### src/hdl/vrle_pkg.sv
// Package for the voxel run-length encoder: field widths, register indexes,
// result and transfer structures shared by all files of the block.
// Depends on nothing.
package vrle_pkg;

    localparam int COLOR_W    = 8;
    localparam int COUNT_W    = 8;
    localparam int VERSION_W  = 2;
    localparam int CFG_IDX_W  = 1;
    localparam int CFG_DATA_W = 8;

    // Configuration register indexes.
    localparam logic [CFG_IDX_W-1:0] REG_FORMAT_VERSION    = 1'd0;
    localparam logic [CFG_IDX_W-1:0] REG_EMPTY_REPLACEMENT = 1'd1;

    // The only format version that collapses every nonzero solid code to one.
    localparam logic [VERSION_W-1:0] VERSION_COLLAPSE = 2'd1;
    localparam logic [VERSION_W-1:0] VERSION_RESET    = 2'd1;

    localparam logic [COLOR_W-1:0] CODE_EMPTY = 8'd0;
    localparam logic [COLOR_W-1:0] CODE_SOLID = 8'd1;

    // Result queue geometry.
    localparam int FIFO_DEPTH = 4;
    localparam int FIFO_PTR_W = 2;
    localparam int FIFO_CNT_W = 3;

    typedef struct packed {
        logic [VERSION_W-1:0] format_version;
        logic [COLOR_W-1:0]   empty_replacement;
    } cfg_t;

    typedef struct packed {
        logic [COLOR_W-1:0] run_value;
        logic [COUNT_W-1:0] run_length;
        logic               final_run;
    } result_t;

    // Up to two results produced by one voxel, in emission order.
    typedef struct packed {
        logic    first_valid;
        logic    second_valid;
        result_t first;
        result_t second;
    } push_t;

endpackage

### src/hdl/vrle_voxel_if.sv
// Voxel input channel: valid/ready handshake with one voxel as payload.
// Depends on vrle_pkg.
interface vrle_voxel_if;
    import vrle_pkg::*;

    logic               valid;
    logic               ready;
    logic               is_empty;
    logic [COLOR_W-1:0] color_index;
    logic               last_voxel;

    modport source (output valid, output is_empty, output color_index, output last_voxel,
                    input ready);
    modport sink (input valid, input is_empty, input color_index, input last_voxel,
                  output ready);
endinterface

### src/hdl/vrle_run_if.sv
// Run output channel: valid/ready handshake with one (value, length) run.
// Depends on vrle_pkg.
interface vrle_run_if;
    import vrle_pkg::*;

    logic               valid;
    logic               ready;
    logic [COLOR_W-1:0] run_value;
    logic [COUNT_W-1:0] run_length;
    logic               final_run;

    modport source (output valid, output run_value, output run_length, output final_run,
                    input ready);
    modport sink (input valid, input run_value, input run_length, input final_run,
                  output ready);
endinterface

### src/hdl/vrle_cfg_if.sv
// Configuration write channel: valid/ready handshake with register index and data.
// Depends on vrle_pkg.
interface vrle_cfg_if;
    import vrle_pkg::*;

    logic                  valid;
    logic                  ready;
    logic [CFG_IDX_W-1:0]  index;
    logic [CFG_DATA_W-1:0] data;

    modport source (output valid, output index, output data, input ready);
    modport sink (input valid, input index, input data, output ready);
endinterface

### src/hdl/vrle_voxel_coder.sv
// Maps one voxel to its one-byte run code under the current configuration.
// Depends on vrle_pkg.
module vrle_voxel_coder (
    input  vrle_pkg::cfg_t              cfg,
    input  logic                        is_empty,
    input  logic [vrle_pkg::COLOR_W-1:0] color_index,
    output logic [vrle_pkg::COLOR_W-1:0] code
);
    import vrle_pkg::*;

    logic [COLOR_W-1:0] solid_code;

    always_comb
    begin
        // A solid voxel of colour zero borrows the replacement colour.
        solid_code = (color_index == CODE_EMPTY) ? cfg.empty_replacement : color_index;
        if (is_empty)
        begin
            code = CODE_EMPTY;
        end
        else if (cfg.format_version == VERSION_COLLAPSE && solid_code != CODE_EMPTY)
        begin
            code = CODE_SOLID;
        end
        else
        begin
            code = solid_code;
        end
    end
endmodule

### src/hdl/vrle_run_tracker.sv
// Holds the open run and decides, per accepted voxel, which runs close.
// Depends on vrle_pkg.
module vrle_run_tracker #(
    parameter int MAX_RUN = 255
) (
    input  logic                         clk,
    input  logic                         rst_n,
    input  logic                         accept,
    input  logic [vrle_pkg::COLOR_W-1:0] code,
    input  logic                         last_voxel,
    output vrle_pkg::push_t              push
);
    import vrle_pkg::*;

    localparam logic [COUNT_W-1:0] MAX_COUNT = COUNT_W'(MAX_RUN);

    logic [COLOR_W-1:0] open_value_reg;
    logic [COLOR_W-1:0] open_value_next;
    logic [COUNT_W-1:0] open_count_reg;
    logic [COUNT_W-1:0] open_count_next;
    logic               close_run;
    logic               emit_closed;
    logic [COUNT_W-1:0] new_count;
    result_t            closed_run;
    result_t            flushed_run;

    always_comb
    begin
        close_run   = (code != open_value_reg) || (open_count_reg >= MAX_COUNT);
        emit_closed = close_run && (open_count_reg != '0);
        new_count   = (close_run ? '0 : open_count_reg) + COUNT_W'(1);

        closed_run.run_value   = open_value_reg;
        closed_run.run_length  = open_count_reg;
        closed_run.final_run   = 1'b0;
        flushed_run.run_value  = code;
        flushed_run.run_length = new_count;
        flushed_run.final_run  = 1'b1;

        // The closed run always goes out ahead of the flushed final run.
        push.first_valid  = accept && (emit_closed || last_voxel);
        push.second_valid = accept && emit_closed && last_voxel;
        push.first        = emit_closed ? closed_run : flushed_run;
        push.second       = flushed_run;

        open_value_next = open_value_reg;
        open_count_next = open_count_reg;
        if (accept)
        begin
            if (last_voxel)
            begin
                open_value_next = CODE_EMPTY;
                open_count_next = '0;
            end
            else
            begin
                open_value_next = code;
                open_count_next = new_count;
            end
        end
    end

    always_ff @(posedge clk or negedge rst_n)
    begin
        if (!rst_n)
        begin
            open_value_reg <= CODE_EMPTY;
            open_count_reg <= '0;
        end
        else
        begin
            open_value_reg <= open_value_next;
            open_count_reg <= open_count_next;
        end
    end

    assert property (@(posedge clk) disable iff (!rst_n)
        (accept && last_voxel) |=> (open_count_reg == '0 && open_value_reg == CODE_EMPTY))
        else $error("open run not cleared after the last voxel");

    assert property (@(posedge clk) disable iff (!rst_n)
        open_count_reg <= MAX_COUNT)
        else $error("open run longer than the maximum run");

    assert property (@(posedge clk) disable iff (!rst_n)
        push.second_valid |->
            (push.first_valid && !push.first.final_run && push.second.final_run))
        else $error("double result out of order");
endmodule

### src/hdl/vrle_result_fifo.sv
// Result queue: takes up to two runs per cycle, hands one run per cycle onwards while popped.
// Depends on vrle_pkg.
module vrle_result_fifo (
    input  logic              clk,
    input  logic              rst_n,
    input  vrle_pkg::push_t   push,
    input  logic              pop,
    output logic              out_valid,
    output vrle_pkg::result_t out_data,
    output logic              has_room
);
    import vrle_pkg::*;

    result_t                mem [FIFO_DEPTH];
    logic [FIFO_PTR_W-1:0]  wr_ptr_reg;
    logic [FIFO_PTR_W-1:0]  wr_ptr_next;
    logic [FIFO_PTR_W-1:0]  rd_ptr_reg;
    logic [FIFO_PTR_W-1:0]  rd_ptr_next;
    logic [FIFO_CNT_W-1:0]  count_reg;
    logic [FIFO_CNT_W-1:0]  count_next;
    logic [FIFO_CNT_W-1:0]  push_count;
    logic [FIFO_PTR_W-1:0]  wr_ptr_plus1;

    always_comb
    begin
        push_count   = FIFO_CNT_W'(push.first_valid) + FIFO_CNT_W'(push.second_valid);
        wr_ptr_plus1 = wr_ptr_reg + FIFO_PTR_W'(1);
        wr_ptr_next  = wr_ptr_reg + push_count[FIFO_PTR_W-1:0];
        rd_ptr_next  = rd_ptr_reg + FIFO_PTR_W'(pop);
        count_next   = count_reg + push_count - FIFO_CNT_W'(pop);
        out_valid    = (count_reg != '0);
        out_data     = mem[rd_ptr_reg];
        // Room for a voxel that may produce two results.
        has_room     = (count_reg <= FIFO_CNT_W'(FIFO_DEPTH - 2));
    end

    always_ff @(posedge clk)
    begin
        if (push.first_valid)
        begin
            mem[wr_ptr_reg] <= push.first;
        end
        if (push.second_valid)
        begin
            mem[wr_ptr_plus1] <= push.second;
        end
    end

    always_ff @(posedge clk or negedge rst_n)
    begin
        if (!rst_n)
        begin
            wr_ptr_reg <= '0;
            rd_ptr_reg <= '0;
            count_reg  <= '0;
        end
        else
        begin
            wr_ptr_reg <= wr_ptr_next;
            rd_ptr_reg <= rd_ptr_next;
            count_reg  <= count_next;
        end
    end

    assert property (@(posedge clk) disable iff (!rst_n)
        count_reg <= FIFO_CNT_W'(FIFO_DEPTH))
        else $error("result queue overfilled");

    assert property (@(posedge clk) disable iff (!rst_n)
        push.first_valid |-> (count_reg <= FIFO_CNT_W'(FIFO_DEPTH - 2)))
        else $error("results pushed without room for two");

    assert property (@(posedge clk) disable iff (!rst_n)
        pop |-> out_valid)
        else $error("result taken from an empty queue");
endmodule

### src/hdl/voxel_run_length_encoder.sv
// Voxel run-length encoder: one voxel per cycle in, (value, length) runs out.
// Each run is written into a four-entry result queue that feeds run_out in order.
// Throughput: one voxel per cycle while voxel_in.ready is high; a voxel that both closes
// a run and flushes gives two runs, drained one per cycle while run_out.ready is high.
// voxel_in.ready is high while the queue holds at most two runs; cfg.ready is always high.
// Reset: no open run, queue empty, format_version 1, empty_replacement 0.
module voxel_run_length_encoder #(
    parameter int MAX_RUN = 255
) (
    input  logic      clk,
    input  logic      rst_n,
    vrle_voxel_if.sink voxel_in,
    vrle_run_if.source run_out,
    vrle_cfg_if.sink   cfg
);
    import vrle_pkg::*;

    // Configuration registers. Writes must arrive only while the block is idle; the block
    // itself does not enforce this, and the coder reads them directly without any shadowing.
    logic [VERSION_W-1:0] format_version_reg;
    logic [COLOR_W-1:0]   empty_replacement_reg;
    cfg_t                 cfg_word;

    logic               voxel_accept;
    logic [COLOR_W-1:0] code;
    push_t              push;
    result_t            head;
    logic               queue_valid;
    logic               queue_room;
    logic               run_pop;

    assign cfg.ready = 1'b1;

    always_ff @(posedge clk or negedge rst_n)
    begin
        if (!rst_n)
        begin
            format_version_reg    <= VERSION_RESET;
            empty_replacement_reg <= CODE_EMPTY;
        end
        else if (cfg.valid)
        begin
            unique case (cfg.index)
                REG_FORMAT_VERSION:
                begin
                    format_version_reg <= cfg.data[VERSION_W-1:0];
                end
                REG_EMPTY_REPLACEMENT:
                begin
                    empty_replacement_reg <= cfg.data[COLOR_W-1:0];
                end
                default:
                begin
                end
            endcase
        end
    end

    always_comb
    begin
        cfg_word.format_version    = format_version_reg;
        cfg_word.empty_replacement = empty_replacement_reg;
    end

    // A voxel is taken whenever the queue can absorb the worst case of two runs.
    // Ready depends only on the queue fill, never on run_out.ready, so there is
    // no combinational path from the output side back to the input side.
    assign voxel_in.ready = queue_room;
    assign voxel_accept   = voxel_in.valid && queue_room;

    vrle_voxel_coder u_coder (
        .cfg         (cfg_word),
        .is_empty    (voxel_in.is_empty),
        .color_index (voxel_in.color_index),
        .code        (code)
    );

    // The open run lives here: its value and count are compared with each new code,
    // and closed or flushed runs are pushed into the queue in order.
    vrle_run_tracker #(
        .MAX_RUN (MAX_RUN)
    ) u_tracker (
        .clk        (clk),
        .rst_n      (rst_n),
        .accept     (voxel_accept),
        .code       (code),
        .last_voxel (voxel_in.last_voxel),
        .push       (push)
    );

    // The queue is the register stage between the tracker and the output channel,
    // so voxels keep flowing while a finished run waits to be transferred.
    vrle_result_fifo u_fifo (
        .clk       (clk),
        .rst_n     (rst_n),
        .push      (push),
        .pop       (run_pop),
        .out_valid (queue_valid),
        .out_data  (head),
        .has_room  (queue_room)
    );

    assign run_pop            = queue_valid && run_out.ready;
    assign run_out.valid      = queue_valid;
    assign run_out.run_value  = head.run_value;
    assign run_out.run_length = head.run_length;
    assign run_out.final_run  = head.final_run;
endmodule
### src/flat_wrapper.sv
// flat-port wrapper written by rule: the top's interface ports become plain ports
module voxel_run_length_encoder_flat import vrle_pkg::*;
#(
    parameter int MAX_RUN = 255
)
  (clk, rst_n, voxel_in_valid, voxel_in_is_empty, voxel_in_color_index, voxel_in_last_voxel, voxel_in_ready, run_out_valid, run_out_run_value, run_out_run_length, run_out_final_run, run_out_ready, cfg_valid, cfg_index, cfg_data, cfg_ready);
  vrle_voxel_if voxel_in_i ();
  vrle_run_if run_out_i ();
  vrle_cfg_if cfg_i ();
  input  logic clk;
  input  logic rst_n;
  input wire logic [$bits(voxel_in_i.valid)-1:0] voxel_in_valid;
  input wire logic [$bits(voxel_in_i.is_empty)-1:0] voxel_in_is_empty;
  input wire logic [$bits(voxel_in_i.color_index)-1:0] voxel_in_color_index;
  input wire logic [$bits(voxel_in_i.last_voxel)-1:0] voxel_in_last_voxel;
  output wire logic [$bits(voxel_in_i.ready)-1:0] voxel_in_ready;
  output wire logic [$bits(run_out_i.valid)-1:0] run_out_valid;
  output wire logic [$bits(run_out_i.run_value)-1:0] run_out_run_value;
  output wire logic [$bits(run_out_i.run_length)-1:0] run_out_run_length;
  output wire logic [$bits(run_out_i.final_run)-1:0] run_out_final_run;
  input wire logic [$bits(run_out_i.ready)-1:0] run_out_ready;
  input wire logic [$bits(cfg_i.valid)-1:0] cfg_valid;
  input wire logic [$bits(cfg_i.index)-1:0] cfg_index;
  input wire logic [$bits(cfg_i.data)-1:0] cfg_data;
  output wire logic [$bits(cfg_i.ready)-1:0] cfg_ready;
  assign voxel_in_i.valid = voxel_in_valid;
  assign voxel_in_i.is_empty = voxel_in_is_empty;
  assign voxel_in_i.color_index = voxel_in_color_index;
  assign voxel_in_i.last_voxel = voxel_in_last_voxel;
  assign voxel_in_ready = voxel_in_i.ready;
  assign run_out_valid = run_out_i.valid;
  assign run_out_run_value = run_out_i.run_value;
  assign run_out_run_length = run_out_i.run_length;
  assign run_out_final_run = run_out_i.final_run;
  assign run_out_i.ready = run_out_ready;
  assign cfg_i.valid = cfg_valid;
  assign cfg_i.index = cfg_index;
  assign cfg_i.data = cfg_data;
  assign cfg_ready = cfg_i.ready;
  voxel_run_length_encoder #(.MAX_RUN(MAX_RUN)) u_core (.clk(clk), .rst_n(rst_n), .voxel_in(voxel_in_i), .run_out(run_out_i), .cfg(cfg_i));
endmodule
### config.mk
export PLATFORM = sky130hd
export DESIGN_NAME = voxel_run_length_encoder_flat
export DESIGN_NICKNAME = d
export VERILOG_FILES = /design/src/hdl/vrle_pkg.sv /design/src/hdl/vrle_voxel_if.sv /design/src/hdl/vrle_run_if.sv /design/src/hdl/vrle_cfg_if.sv /design/src/hdl/vrle_voxel_coder.sv /design/src/hdl/vrle_run_tracker.sv /design/src/hdl/vrle_result_fifo.sv /design/src/hdl/voxel_run_length_encoder.sv /design/src/flat_wrapper.sv
export SDC_FILE = /design/constraint.sdc
export NUM_CORES = 1
export LEC_CHECK = 0
export ABC_AREA = 1
export BUFFER_PORTS_ARGS = -buffer_cell sky130_fd_sc_hd__buf_2
export CORE_UTILIZATION = 52
export DETAILED_ROUTE_END_ITERATION = 10
export HOLD_SLACK_MARGIN = 0.1
export PLACE_DENSITY = 0.7
export SYNTH_ARGS = -nofsm -noshare
export SYNTH_HDL_FRONTEND = slang
export SYNTH_SLANG_ARGS = --single-unit
### constraint.sdc
create_clock -name clk -period 4.6 [get_ports clk]
set_input_delay 0.92 -clock clk [delete_from_list [all_inputs] [get_ports clk]]
set_output_delay 0.92 -clock clk [all_outputs]
set_load 0.01 [all_outputs]
* Word-level counts from Yosys, hierarchy flattened
Memory sizes are Yosys's and may differ from the RTL's.
Cells that the tools add are included.
** Storage, ports and cells
- Bits in registers :: 33
- RAM bits :: 68
- Input bits :: 24
- Output and inout bits :: 20
- Memories kept :: 1
** Cells by class
- Add/sub/neg operators :: 7
- Order comparisons :: 2
- Equal/unequal tests :: 2
- Muxes and demuxes :: 11
- Bitwise gates (word level) :: 1
- Reduce and logical (&&, ||, !) cells :: 15
** Memories
- u_core.u_fifo.mem :: depth 4, width 17, rd ports 1, clocked after Yosys merged registers in 0, write ports 2, RTL line vrle_result_fifo.sv:14 : result_t mem [FIFO_DEPTH];
** Operators by type and width (count)
- 8-bit two-way mux :: 6
- 17-bit two-way mux :: 1
- 8-bit nonzero test :: 2
- 8-bit by 1-bit adder with 8-bit output (second input constant) :: 1
- 8-bit >= comparator (second input constant) :: 1
- 8-bit zero test :: 1
- 8-bit != test :: 1
- 1-bit logical AND :: 7
- 1-bit two-way mux :: 4
- 2-bit AND reduction :: 2
- 3-bit adder :: 1
- 3-bit by 2-bit <= comparator with 1-bit output (second input constant) :: 1
- 3-bit nonzero test :: 1
- 3-bit by 1-bit subtractor with 3-bit output :: 1
- 1-bit by 1-bit adder with 2-bit output :: 1
- 2-bit by 1-bit adder with 2-bit output :: 1
- 2-bit by 1-bit adder with 2-bit output (second input constant) :: 1
- 2-bit adder :: 1
- 2-bit by 1-bit == test with 1-bit output (second input constant) :: 1
- 1-bit logical OR :: 2
- 1-bit NOT :: 1

* Depth between registers and ports, before layout
- Depth after elaboration :: 14
- Depth in mapped cells :: 25
- Gate-level depth less buffers :: 25

* Hierarchy
From an unflattened synthesis, not the netlist that was laid out.
** Unflattened totals
- Cells, all modules :: 838
- Area total of the unflattened synthesis :: 6468.7 um^2
** Modules (own cells, without submodules)
- vrle_result_fifo :: times used 1, cells each 548, area each 4401.7 um^2
- vrle_run_tracker :: times used 1, cells each 194, area each 1410.1 um^2
- voxel_run_length_encoder :: times used 1, cells each 51, area each 435.4 um^2
- vrle_voxel_coder :: times used 1, cells each 45, area each 221.5 um^2

* Worst setup path after synthesis
No wires, ideal clock.
- Path kind :: input to register
- From :: input voxel_in_color_index[5]
- To :: register u_core.u_fifo.count_reg[2]
- Setup time :: 0.123 ns
- Arrival :: 3.924 ns
- Setup slack :: 0.554 ns
- Cell stages on the path :: 24
- Buffers on the path :: 1
- Path through :: nor2_1 > nand2_1 > nor2_4 > nand2_1 > nand2_1 > nand2_1 > nor2_1 > nand2_1 > nand2_4 > buf_6 > nand2_2 > nand2_1 > nand4_1 > nor2_2 > nand2_4 > nand3_4 > nand2_2 > ha_1 > inv_1 > ha_1 > inv_1 > ha_1 > fa_1 > xnor2_1
** Between the ends
- Cells in the longest elaborated chain, start to end :: 14
- Elaborated cells between the ends (all ways) :: 16
- Classes of those cells :: 3 x add/sub; 1 x eq/ne; 3 x mux; 9 x reduce/logical
** RTL lines
- start: declaration :: RTL line flat_wrapper.sv:14 : input wire logic [$bits(voxel_in_i.color_index)-1:0] voxel_in_color_index;
- 8-bit zero test :: RTL line vrle_voxel_coder.sv:16 : solid_code = (color_index == CODE_EMPTY) ? cfg.empty_replacement : color_index;
- 8-bit two-way mux * :: RTL line vrle_voxel_coder.sv:16
- 8-bit nonzero test :: RTL line vrle_voxel_coder.sv:21 : else if (cfg.format_version == VERSION_COLLAPSE && solid_code != CODE_EMPTY)
- 1-bit logical AND :: RTL line vrle_voxel_coder.sv:21
- 8-bit two-way mux * :: RTL line vrle_voxel_coder.sv:21
- 8-bit two-way mux * :: RTL line vrle_voxel_coder.sv:17 : if (is_empty)
- 8-bit != test * :: RTL line vrle_run_tracker.sv:29 : close_run = (code != open_value_reg) || (open_count_reg >= MAX_COUNT);
- 1-bit logical OR * :: RTL line vrle_run_tracker.sv:29
- 1-bit logical AND * :: RTL line vrle_run_tracker.sv:30 : emit_closed = close_run && (open_count_reg != '0);
- 1-bit logical OR or 1-bit logical AND (tied branches) :: RTL line vrle_run_tracker.sv:41, vrle_run_tracker.sv:42
- 1-bit logical AND, on equally long branches :: RTL line vrle_run_tracker.sv:41, vrle_run_tracker.sv:42
- 1-bit by 1-bit adder with 2-bit output * :: RTL line vrle_result_fifo.sv:26 : push_count = FIFO_CNT_W'(push.first_valid) + FIFO_CNT_W'(push.second_valid);
- 3-bit adder * :: RTL line vrle_result_fifo.sv:30 : count_next = count_reg + push_count - FIFO_CNT_W'(pop);
- 3-bit by 1-bit subtractor with 3-bit output * :: RTL line vrle_result_fifo.sv:30
- named net u_core.u_fifo.count_next[2] :: RTL line vrle_result_fifo.sv:20 : logic [FIFO_CNT_W-1:0] count_next;
- end signal: assignment :: RTL line vrle_result_fifo.sv:61 : count_reg <= count_next;
- end: declaration :: RTL line vrle_result_fifo.sv:19 : logic [FIFO_CNT_W-1:0] count_reg;
The timed path passes the listed nets; every way through them passes the cells marked *.
A chain may end at the register's enable or synchronous reset.

* Worst setup path in the final report
- From :: input voxel_in_color_index[7]
- To :: register u_core.u_fifo.count_reg[2]
The elaborated chain is that of the path after synthesis.

==> results by group <==
Synthesis
  – Count leader, synth: nand2_1
  – Ys async rst share: 32.7%
  – Cells after synthesis: 623
  – Synth top area share: 35.5%
  – Syn Std Cell Area: 0.00541 sq mm
  – Syn nets: 655
  – Synth area leaders: edfxtp_1, dfrtp_1, nand2_1
  – Share of the yosys chip area belonging to registers: 52.3%
  – Leading area contributor after synthesis: edfxtp_1
  – Top cells by count, synth: nand2_1, nor2_1, edfxtp_1
  – Avg Inst Size Synth: 8.69 sq um
  – Synth Warn #: 0
  – #FFs+latches synth: 101
  – Synth Flop Type: edfxtp_1
  – Number of synthesized flops with an enable pin: 64
  – Synth unique cells: 41

Setup path
  – CP max FO: 16
  – Slowest cell on crit path: fa_1
  – CP peak stage delay: 0.38 ns
  – R2R Path Start: u_core.empty_replacement_reg[3]
  – CP Data Required Time: 4.87 ns
  – Arr. time, crit path: 4.41 ns
  – Setup crit start kind: input pin
  – Worst Setup Path Type: input pin to flip-flop
  – CP Launch Point: voxel_in_color_index[7]
  – Critical Path End Type: flip-flop
  – R2r worst-path depth: 21
  – CP most frequent cell: nand2_1

Finish
  – Net count, final: 703
  – Layout cells sized above 1: 16.9%
  – Top reg by flops: u_core.u_fifo.mem
  – Area grow syn2layout: 10.9%
  – Max reg flops: 68
  – Ant. Diodes: 0
  – Layout Cells excl Fill: 809
  – Final core utilization: 60.6%

Pwr
  – Sequential power share: 40.3%
  – Static leakage: 2.51 nW
  – Combinational share of power: 41.5%
  – Internal power: 1.86 mW
  – Net Sw Frac: 41.6%
  – Clk network pwr share: 18.1%
  – NetSw: 1.32 mW
  – VDD IR max: 0.219 mV
  – Power density over cell area: 529 mW/mm^2

Global routing
  – Vias in the first global route: 4368
  – Largest net degree at the start of global routing: 37
  – Antenna violations before repair: 0
  – GRT overflow: 0
  – Gr usage total: 25.3%
  – First-pass GRT wire length: 21500 microns

Clock network
  – TritonCTS Sinks: 101
  – Worst-path clk slew: 0.10 ns
  – Post-CTS Setup Repair Bufs: 0
  – Cts hold-fix bufs: 0
  – CTS max path bufs: 2
  – Post-CTS sizing: 0
  – H-tree level count: 3
  – Num CTS Buffers: 9
  – CTS root buffer: clkbuf_8
  – CTS tree: yes
  – Later-pin clock latency in the skew report: 0.37 ns

Timing
  – Minimum clock period: 4.14 ns
  – Setup_tns: 0 ns
  – Slew margin rel.: 30.2%
  – Final Cycle Share: 90.1%
  – Worst-case clock skew: 0.00671 ns
  – Final Max Slew Viols: 0
  – Final setup viols: 0
  – Peak Freq: 241 MHz
  – RSZ-0062 raised after global routing: no
  – Hold_ws: 0.485 ns
  – Final hold vios: 0
  – Worst Tran Pin Value: 1.05 ns

Route
  – Routed Antenna Nets: 0
  – Vias/cell: 5.57
  – Routed via count: 4505
  – Drt wl/cell: 16.1 microns
  – First-pass DRT Iterations: 5
  – DRT iter0 DRCs: 407
  – Routed WL: 13000 microns
  – DRC errors left: 0

Run status
  – Status: completed

Die
  – Core ar.: 0.00991 sq mm
  – Cell Rows: 36
  – Die Area: 0.0108 sq mm
  – Chip height: 104 microns
  – # IOs: 44
  – Starting Density: 54.6%
  – Die width: 104 microns

Min path
  – Worst hold path class: flip-flop to flip-flop
  – Hold path depth: 2
  – HP Start: u_core.u_fifo.mem[2][0]

Place
  – DP HPWL: 9030 microns
  – Placer Congestion: 0.890
  – Number of buffers added on ports: 42
  – Placed cell count: 793

Run
  – Max Cap Viol: 0
[worst max-delay path, delay by kind of cell]
kind / cells / cell delay, ns
adders and majority gates: 4 / 1.15
and+or+nand+nor: 18 / 1.98
buffers and inverters: 3 / 0.19
xor gates and xnor gates: 1 / 0.14
[final timing paths]
kind,to,slack (ns)
max in group asynchronous,u_core.u_tracker.open_value_reg[7],3.51
worst max register to register,u_core.u_fifo.count_reg[2],1.08
worst min-delay path,u_core.u_fifo.mem[2][0],0.49
min in group asynchronous,u_core.u_tracker.open_count_reg[6],0.61
worst max-delay path,u_core.u_fifo.count_reg[2],0.46
worst min register to register,u_core.u_fifo.mem[2][0],0.49
[final cells by class]
type | count | area, sq um
tap | 133 | 166
sequential | 101 | 2830
timing repair buffer | 62 | 360
multi-input combinational | 445 | 2250
fill | 860 | 3910
inverter | 52 | 195
clock buffer | 9 | 124
clock inverter | 7 | 73.8
[routing by layer]
layer / part of all wire (%) / vias to the layer above / GRT usage [%]
met3: 8.0 / 17 / 3.82
met4: 1.4 / 0 / 8.57
li1: - / 2207 / -
met2: 48 / 190 / 42.5
met5: 0 / - / 0
met1: 43 / 2091 / 33.5
[stage by stage]
stage          worst slack, ns  instance area, sq um  total power, mW
2_1_floorplan            0.554                  5410             2.20
3_3_place_gp             0.271                  5800             2.57
3_5_place_dp            0.0824                  5800             2.61
4_1_cts                  0.446                  6000             3.18
5_1_grt                  0.101                  6000             3.38
6_report                 0.456                  6000             3.18
[power by group through the flow]
stage               registers (mW)  logic [mW]  clock network (mW)
floorplan                     1.25       0.946                   0
global placement              1.29        1.28                   0
detailed placement            1.30        1.31                   0
CTS                           1.28        1.32               0.583
global route                  1.30        1.46               0.617
finish                        1.28        1.32               0.576
[placed cells by master, fill, tap and decap left out, drive strengths merged, types with 2 or more instances in the layout]
master / instances
xnor2: 3
nor4: 2
a21oi: 18
a21boi: 3
nand2: 168
mux2: 5
o21bai: 3
inv: 54
edfxtp: 64
dfxtp: 4
xor2: 2
o21ai: 97
nand3: 27
dfrtp: 32
o22ai: 27
clkinv: 2
nand4: 5
nor2: 74
ha: 7
clkinvlp: 2
buf: 62
clkbuf: 9
[cells by family after synthesis]
family / synth area share, %
adder cells (fa/ha/maj): 1.99
AND/OR/NAND/NOR: 22.4
multiplexers: 1.04
flip-flops: 52.3
AO/OA/AOI/OAI: 15.4
other: 0.0693
XOR/XNOR: 0.809
buffers and inverters: 6.08
(Power assumes the default switching activity.)
